### src/hdl/best_rational_approximation_core_assert.svh
// Assertion macros shared by the approximation core.
// The macros expect signals named clk and rst_n in the calling scope.
`ifndef BEST_RATIONAL_APPROXIMATION_CORE_ASSERT_SVH
`define BEST_RATIONAL_APPROXIMATION_CORE_ASSERT_SVH

`ifndef ASSERT_OFF
// Checked property, disabled while reset is active
`define BRA_ASSERT(lbl, prop, msg) \
    lbl: assert property (@(posedge clk) disable iff (!rst_n) (prop)) else $error(msg);
// Checked property, also evaluated during reset
`define BRA_ASSERT_ALWAYS(lbl, prop, msg) \
    lbl: assert property (@(posedge clk) (prop)) else $error(msg);
`else
`define BRA_ASSERT(lbl, prop, msg)
`define BRA_ASSERT_ALWAYS(lbl, prop, msg)
`endif

`endif

### src/hdl/bra_pkg.sv
package bra_pkg;

    // Field width of all operands and results
    localparam int DW = 32;
    // Significant operand bits; higher bits of inputs and writes are ignored
    localparam int OPW = 32;
    localparam logic [63:0] OPW_MASK64 = (64'd1 << OPW) - 64'd1;
    localparam logic [DW-1:0] OPW_MASK = OPW_MASK64[DW-1:0];

    // Divider runs one quotient bit per cycle
    localparam int DIV_STEPS = DW;
    localparam int CNT_W = $clog2(DIV_STEPS);
    localparam logic [CNT_W-1:0] CNT_LAST = CNT_W'(DIV_STEPS - 1);

    // Register reset values
    localparam logic [DW-1:0] NUM_LIMIT_RESET = 32'h00FF_FFFF;
    localparam logic [DW-1:0] DEN_LIMIT_RESET = 32'd256;

    // Register indexes
    localparam logic REG_NUM_LIMIT = 1'b0;
    localparam logic REG_DEN_LIMIT = 1'b1;

    typedef enum logic [2:0] {
        ST_IDLE,
        ST_TEST,
        ST_DIV,
        ST_MUL_P,
        ST_MUL_Q,
        ST_CHECK,
        ST_FINISH
    } bra_state_t;

    // Commands from controller to datapath
    typedef struct packed {
        logic load;      // take a new ratio, reset convergents
        logic div_init;  // start a division top / bot
        logic div_step;  // one restoring division step
        logic mul_p;     // product quot * p_cur
        logic mul_q;     // p_next sum, product quot * q_cur
        logic advance;   // commit convergent, shift Euclid pair
        logic finish;    // latch result
    } bra_cmd_t;

    // Status from datapath to controller
    typedef struct packed {
        logic bot_zero;  // ratio exhausted
        logic fits;      // candidate convergent within both limits
    } bra_stat_t;

endpackage

### src/hdl/bra_ctrl.sv
module bra_ctrl (
    input  logic              clk,
    input  logic              rst_n,
    input  logic              start,
    input  bra_pkg::bra_stat_t stat,
    output bra_pkg::bra_cmd_t  cmd,
    output logic              busy,
    output logic              done
);
    import bra_pkg::*;

    bra_state_t       state_reg, state_next;
    logic [CNT_W-1:0] cnt_reg, cnt_next;
    logic             done_reg, done_next;

    // State, step counter and result strobe
    always_ff @(posedge clk or negedge rst_n)
    begin
        if (!rst_n)
        begin
            state_reg <= ST_IDLE;
            cnt_reg   <= '0;
            done_reg  <= 1'b0;
        end
        else
        begin
            state_reg <= state_next;
            cnt_reg   <= cnt_next;
            done_reg  <= done_next;
        end
    end

    // Next state
    always_comb
    begin
        state_next = state_reg;
        unique case (state_reg)
            ST_IDLE:
            begin
                if (start)
                    state_next = ST_TEST;
            end
            ST_TEST:
            begin
                if (stat.bot_zero)
                    state_next = ST_FINISH;
                else
                    state_next = ST_DIV;
            end
            ST_DIV:
            begin
                if (cnt_reg == CNT_LAST)
                    state_next = ST_MUL_P;
            end
            ST_MUL_P:  state_next = ST_MUL_Q;
            ST_MUL_Q:  state_next = ST_CHECK;
            ST_CHECK:
            begin
                if (stat.fits)
                    state_next = ST_TEST;
                else
                    state_next = ST_FINISH;
            end
            ST_FINISH: state_next = ST_IDLE;
            default:   state_next = ST_IDLE;
        endcase
    end

    // Outputs and counter
    always_comb
    begin
        cmd       = '0;
        cnt_next  = cnt_reg;
        done_next = 1'b0;
        busy      = (state_reg != ST_IDLE);
        unique case (state_reg)
            ST_IDLE:
            begin
                cmd.load = start;
            end
            ST_TEST:
            begin
                cmd.div_init = !stat.bot_zero;
                cnt_next     = '0;
            end
            ST_DIV:
            begin
                cmd.div_step = 1'b1;
                cnt_next     = cnt_reg + CNT_W'(1);
            end
            ST_MUL_P:  cmd.mul_p = 1'b1;
            ST_MUL_Q:  cmd.mul_q = 1'b1;
            ST_CHECK:  cmd.advance = stat.fits;
            ST_FINISH:
            begin
                cmd.finish = 1'b1;
                done_next  = 1'b1;
            end
            default:   cmd = '0;
        endcase
    end

    assign done = done_reg;

endmodule

### src/hdl/bra_datapath.sv
module bra_datapath (
    input  logic                    clk,
    input  bra_pkg::bra_cmd_t       cmd,
    input  logic [bra_pkg::DW-1:0]  ratio_top,
    input  logic [bra_pkg::DW-1:0]  ratio_bottom,
    input  logic [bra_pkg::DW-1:0]  lim_n,
    input  logic [bra_pkg::DW-1:0]  lim_d,
    output bra_pkg::bra_stat_t      stat,
    output logic [bra_pkg::DW-1:0]  approx_top,
    output logic [bra_pkg::DW-1:0]  approx_bottom
);
    import bra_pkg::*;

    // Euclid pair and convergents
    logic [DW-1:0]   top_reg, bot_reg;
    logic [DW-1:0]   p_prev_reg, q_prev_reg, p_cur_reg, q_cur_reg;
    // Divider: partial remainder and quotient/dividend shift register
    logic [DW-1:0]   rem_reg, quo_reg;
    // Shared multiplier output and p candidate
    logic [2*DW-1:0] prod_reg, pn_reg;
    logic [DW-1:0]   out_top_reg, out_bot_reg;

    logic [DW:0]     shifted, diff;
    logic            ge;
    logic [DW-1:0]   mul_b;
    logic [2*DW-1:0] prod_comb, qn;
    logic            p_ok, q_ok;

    // Restoring division step
    assign shifted = {rem_reg, quo_reg[DW-1]};
    assign diff    = shifted - {1'b0, bot_reg};
    assign ge      = (shifted >= {1'b0, bot_reg});

    // One multiplier, shared between the p and q products
    assign mul_b     = cmd.mul_q ? q_cur_reg : p_cur_reg;
    assign prod_comb = (2*DW)'(quo_reg) * (2*DW)'(mul_b);

    // Limit check of the candidate convergent
    assign qn   = {{DW{1'b0}}, q_prev_reg} + prod_reg;
    assign p_ok = (pn_reg[2*DW-1:DW] == '0) && (pn_reg[DW-1:0] <= lim_n);
    assign q_ok = (qn[2*DW-1:DW] == '0) && (qn[DW-1:0] <= lim_d);

    assign stat.fits     = p_ok && q_ok;
    assign stat.bot_zero = (bot_reg == '0);

    always_ff @(posedge clk)
    begin
        if (cmd.load)
        begin
            top_reg    <= ratio_top & OPW_MASK;
            bot_reg    <= ratio_bottom & OPW_MASK;
            p_prev_reg <= '0;
            q_prev_reg <= DW'(1);
            p_cur_reg  <= DW'(1);
            q_cur_reg  <= '0;
        end

        if (cmd.div_init)
        begin
            rem_reg <= '0;
            quo_reg <= top_reg;
        end
        else if (cmd.div_step)
        begin
            rem_reg <= ge ? diff[DW-1:0] : shifted[DW-1:0];
            quo_reg <= {quo_reg[DW-2:0], ge};
        end

        if (cmd.mul_p || cmd.mul_q)
            prod_reg <= prod_comb;
        if (cmd.mul_q)
            pn_reg <= {{DW{1'b0}}, p_prev_reg} + prod_reg;

        // Commit convergent and move to the next remainder
        if (cmd.advance)
        begin
            p_prev_reg <= p_cur_reg;
            q_prev_reg <= q_cur_reg;
            p_cur_reg  <= pn_reg[DW-1:0];
            q_cur_reg  <= qn[DW-1:0];
            top_reg    <= bot_reg;
            bot_reg    <= rem_reg;
        end

        // Latch the result: the last fitting convergent, or limit over one if none fitted
        if (cmd.finish)
        begin
            if (q_cur_reg == '0)
            begin
                out_top_reg <= lim_n;
                out_bot_reg <= DW'(1);
            end
            else
            begin
                out_top_reg <= p_cur_reg;
                out_bot_reg <= q_cur_reg;
            end
        end
    end

    assign approx_top    = out_top_reg;
    assign approx_bottom = out_bot_reg;

endmodule

### src/hdl/best_rational_approximation_core.sv
// Best rational approximation core.
// Input: drive ratio_top / ratio_bottom and pulse start; the ratio is
// transferred at a clock edge where start is high and busy is low. busy
// stays high until the result has been formed.
// Output: done is high for exactly one cycle with approx_top/approx_bottom,
// the best continued-fraction convergent within numerator_limit and
// denominator_limit (limit over 1 if none fits or the denominator is zero).
// The receiver cannot stall; the result ports hold until the next result.
// Each Euclid step runs a test, the bit-serial divider, two passes
// through the shared multiplier and one limit check; when the last step
// breaks a limit, its check goes straight to the result.
// Worst case about 46 Euclid steps; a zero denominator goes from the
// test straight to the result. One ratio is worked on at a time.
// Configuration: cfg_we writes cfg_data to register cfg_index (0 numerator
// limit, 1 denominator limit) at once; write only while busy is low.
// Reset: asynchronous, active low; limits return to 0xFFFFFF and 256,
// the controller to idle, done low.
module best_rational_approximation_core (
    input  logic                   clk,
    input  logic                   rst_n,
    input  logic                   start,
    output logic                   busy,
    input  logic [bra_pkg::DW-1:0] ratio_top,
    input  logic [bra_pkg::DW-1:0] ratio_bottom,
    output logic                   done,
    output logic [bra_pkg::DW-1:0] approx_top,
    output logic [bra_pkg::DW-1:0] approx_bottom,
    input  logic                   cfg_we,
    input  logic                   cfg_index,
    input  logic [bra_pkg::DW-1:0] cfg_data
);
    import bra_pkg::*;
    `include "best_rational_approximation_core_assert.svh"

    logic [DW-1:0] num_limit_reg, den_limit_reg;
    bra_cmd_t      cmd;
    bra_stat_t     stat;

    // Limit registers
    always_ff @(posedge clk or negedge rst_n)
    begin
        if (!rst_n)
        begin
            num_limit_reg <= NUM_LIMIT_RESET;
            den_limit_reg <= DEN_LIMIT_RESET;
        end
        else if (cfg_we)
        begin
            unique case (cfg_index)
                REG_NUM_LIMIT: num_limit_reg <= cfg_data & OPW_MASK;
                REG_DEN_LIMIT: den_limit_reg <= cfg_data & OPW_MASK;
                default:       num_limit_reg <= num_limit_reg;
            endcase
        end
    end

    bra_ctrl u_ctrl (
        .clk   (clk),
        .rst_n (rst_n),
        .start (start),
        .stat  (stat),
        .cmd   (cmd),
        .busy  (busy),
        .done  (done)
    );

    bra_datapath u_datapath (
        .clk           (clk),
        .cmd           (cmd),
        .ratio_top     (ratio_top),
        .ratio_bottom  (ratio_bottom),
        .lim_n         (num_limit_reg),
        .lim_d         (den_limit_reg),
        .stat          (stat),
        .approx_top    (approx_top),
        .approx_bottom (approx_bottom)
    );

    `BRA_ASSERT(a_start_busy, (start && !busy) |=> busy, "transfer did not raise busy")
    `BRA_ASSERT(a_done_pulse, done |=> !done, "done longer than one cycle")
    `BRA_ASSERT(a_den_nonzero, done |-> (approx_bottom != '0), "zero result denominator")
    `BRA_ASSERT(a_done_after_busy, done |-> $past(busy), "done without work in progress")

endmodule

### config.mk
export PLATFORM = sky130hd
export DESIGN_NAME = best_rational_approximation_core
export DESIGN_NICKNAME = d
export VERILOG_FILES = /design/src/hdl/bra_pkg.sv /design/src/hdl/bra_ctrl.sv /design/src/hdl/bra_datapath.sv /design/src/hdl/best_rational_approximation_core.sv
export VERILOG_INCLUDE_DIRS = /design/src /design/src/hdl
export SDC_FILE = /design/constraint.sdc
export NUM_CORES = 2
export LEC_CHECK = 0
export ABC_AREA = 1
export BUFFER_PORTS_ARGS = -buffer_cell sky130_fd_sc_hd__buf_2
export CAP_MARGIN = 30
export CORE_ASPECT_RATIO = 1.25
export CORE_MARGIN = 2
export CORE_UTILIZATION = 50
export CTS_BUF_LIST = sky130_fd_sc_hd__clkbuf_16
export DETAILED_ROUTE_END_ITERATION = 8
export PLACE_DENSITY_LB_ADDON = 0.08
export SYNTH_ARGS = -nofsm -noshare
export SYNTH_HDL_FRONTEND = slang
export SYNTH_SLANG_ARGS = --single-unit
### constraint.sdc
create_clock -name clk -period 11.4 [get_ports clk]
set_clock_uncertainty 0.05 [all_clocks]
set_input_delay 0 -clock clk [delete_from_list [all_inputs] [get_ports clk]]
set_output_delay 0 -clock clk [all_outputs]
set_load 0.05 [all_outputs]
==> results_dict.tcl <==
set metrics [dict create \
    status "finished, final reports clean" \
    clockRootBuffer "clkbuf_16" \
    grt_max_degree 93 \
    start_util_pct 50.4 \
    cts_made_buffers 57 \
    max_stage_delay_ns 0.61 \
    drt_pass1_iterations 8 \
    synth_top_area_share_pct 28.9 \
    synth-edff-count 416 \
    grt_overflow 0 \
    die_h_microns 398 \
    cp_max_fo 24 \
    cts_buffer_depth 3 \
    crit_type "reg2reg" \
    fin_crit_sh_pct 87.4 \
    ys_async_sr_fraction_pct 14.0 \
    clk_pin_slew_ns 0.08 \
    synth_cells 7429 \
    cap_violations 0 \
    ys_warn_count 0 \
    finalMaxSlewViolations 0 \
    startpoint_type "flop" \
    drive_above_1_share_pct 6.56 \
    slew_headroom_pct 29.1 \
    final_nets 9029 \
    grt_pass1_wl_microns 339000 \
    wire_per_inst_microns 24.8 \
    cp-endpoint "u_datapath.prod_reg[43]$_DFFE_PP_" \
    fmax_ghz 0.100 \
    whs_ns 0.0334 \
    synth-seq-area-share_pct 24.1 \
    htreeDepth 2 \
    insertion_delay_ns 0.70 \
    rsz0062_at_grt "no" \
    vias_per_cell 5.50 \
    tns_ns 0 \
    synthTopCellsByCount "inv_1 (1553), nand2_1 (1500), nor2_1 (986), fa_1 (899), ha_1 (425)" \
    rr_worst_depth 31 \
    die_width_microns 320 \
    grt_use_total_pct 36.5 \
    die-area_sq_um 127000 \
    grt_pass1_vias 52900 \
    syn_area_sq_um 62200 \
    critPathCaptureType "flop" \
    hp-class "in2async" \
    port_buffers 166 \
    wl_microns 230000 \
    dp_worst_setup_slack_ns 1.54 \
    reg2reg_to "u_datapath.prod_reg[43]$_DFFE_PP_" \
    crit_arrival_ns 10.34 \
    min_period_ns 9.97 \
    num_vias 50900 \
    fp.coreArea_sq_um 123000 \
    synth_most_common_cell "inv_1" \
    ys_top_cells_by_area "fa_1 (29%), edfxtp_1 (20%), inv_1 (9.4%)" \
    ys_ff_latch 521 \
    cts_sinks 521 \
    row_count 144 \
    yosysUniqueCellTypes 52 \
    synth.largest_area_cell "fa_1" \
    dr.first_iter.drc_count 4023 \
    route.detailed.drc 0 \
    finalHoldViolCount 0 \
    drtAntennaViolNets 0 \
    reg2reg_slack_ns 1.43 \
    rr_startpoint "u_ctrl.state_reg[1]$_DFFE_PN0P_" \
    critPathRequiredTime_ns 11.77 \
    synthToLayoutAreaGrowth_pct 9.36 \
    setup_viol 0 \
    cp_slowest_cell "o21a_1" \
    avgSynthCellArea_sq_um 8.37 \
    cts_tree "done" \
    synth-main-ff-cell "edfxtp_1" \
    synth.net_count 8854 \
    cpMostUsedCell "fa_1" \
    cts_setup_buffers 0 \
    antenna_found_initial 2 \
    place_congestion 1.01 \
    io_pins 167 \
    hpwl_microns 187000 \
    crit_start "u_ctrl.state_reg[1]$_DFFE_PN0P_" \
    tightestPinTransition_ns 1.06 \
    worst_slack_ns 1.43 \
]
-- cell type report --
| cell class | count | area, sq um |
|---|---|---|
| multi-input combinational | 5052 | 40200 |
| clock inverter | 48 | 359 |
| clock buffer | 57 | 1430 |
| timing repair buffer | 396 | 3110 |
| fill | 11700 | 55400 |
| antenna | 1 | 2.50 |
| tap | 1606 | 2010 |
| inverter | 1576 | 5920 |
| sequential | 521 | 15000 |
-- kinds of logic (layout without fill, tap and decap cells) --
logic type               count (synthesis)  after routing  synth area share (%)
other                                    0              1                     0
buffers and inverters                 1856           2077                  11.5
AND/OR/NAND/NOR                       2884           2884                  18.6
flip-flops                             521            521                  24.1
AO/OA/AOI/OAI                          659            659                  5.75
adder cells (fa/ha/maj)               1324           1324                  37.5
XOR/XNOR                               185            185                  2.60
-- metal layers --
| metal | part of all wire, % | GRT usage, % | up-vias |
|---|---|---|---|
| li1 | - | - | 22900 |
| met1 | 37 | 42.5 | 25200 |
| met2 | 48 | 62.8 | 2155 |
| met3 | 6.9 | 5.85 | 572 |
| met4 | 8.0 | 23.8 | 2 |
| met5 | 0.0057 | 0 | - |
-- cell usage in the layout, fill, tap and decap left out, drive strengths merged, types with 108 or more instances in the layout --
cell         synthesis  final
ha                 425    425
edfxtp             416    416
a21oi              253    253
nand3              200    200
nor2              1044   1044
inv               1559   1573
xor2               131    131
fa                 899    899
o21ai              289    289
dlygate4sd3          0    108
buf                 34    288
nand2             1503   1503
-- per-stage QoR --
step           instances  area (sq um)  util (%)
2_1_floorplan       7429         62200         -
5_1_grt             9256         68000      55.1
6_report            9257         68000      55.1
4_1_cts             9253         68000      55.1
3_5_place_dp        9039         65100      52.7
3_3_place_gp        9023         64700      52.5
-- what timing repair did --
action | 4_1_cts | 5_1_grt
endpoints found under the hold margin | 202 | 0
hold buffers | 109 | 0
gates resized for setup | 0 | 0
-- how the worst min path moves through the flow --
stage | startpoint | endpoint | slack [ns]
2_1_floorplan | rst_n | den_limit_reg[0]$_DFFE_PN0P_ | -0.35
3_3_place_gp | rst_n | u_ctrl.cnt_reg[3]$_DFFE_PN0P_ | 0.15
3_5_place_dp | rst_n | u_ctrl.cnt_reg[2]$_DFFE_PN0P_ | 0.17
4_1_cts | rst_n | num_limit_reg[4]$_DFFE_PN1P_ | 0.003
5_1_grt | cfg_data[19] | num_limit_reg[19]$_DFFE_PN1P_ | 0.05
6_report | rst_n | num_limit_reg[4]$_DFFE_PN1P_ | 0.03
-- worst max-delay path, delay by kind of cell, from the launching register on --
kind                     cells  cell delay, ns
adder cells (fa/ha/maj)      9            4.30
AND/OR/NAND/NOR              9            1.70
buffers and inverters        8            1.52
AO/OA/AOI/OAI                4            1.46
flip-flops                   1            0.45
XOR/XNOR                     1            0.15
Power is not shown: default switching activity piles up to over one toggle a cycle in this logic, so the estimate is an artifact.
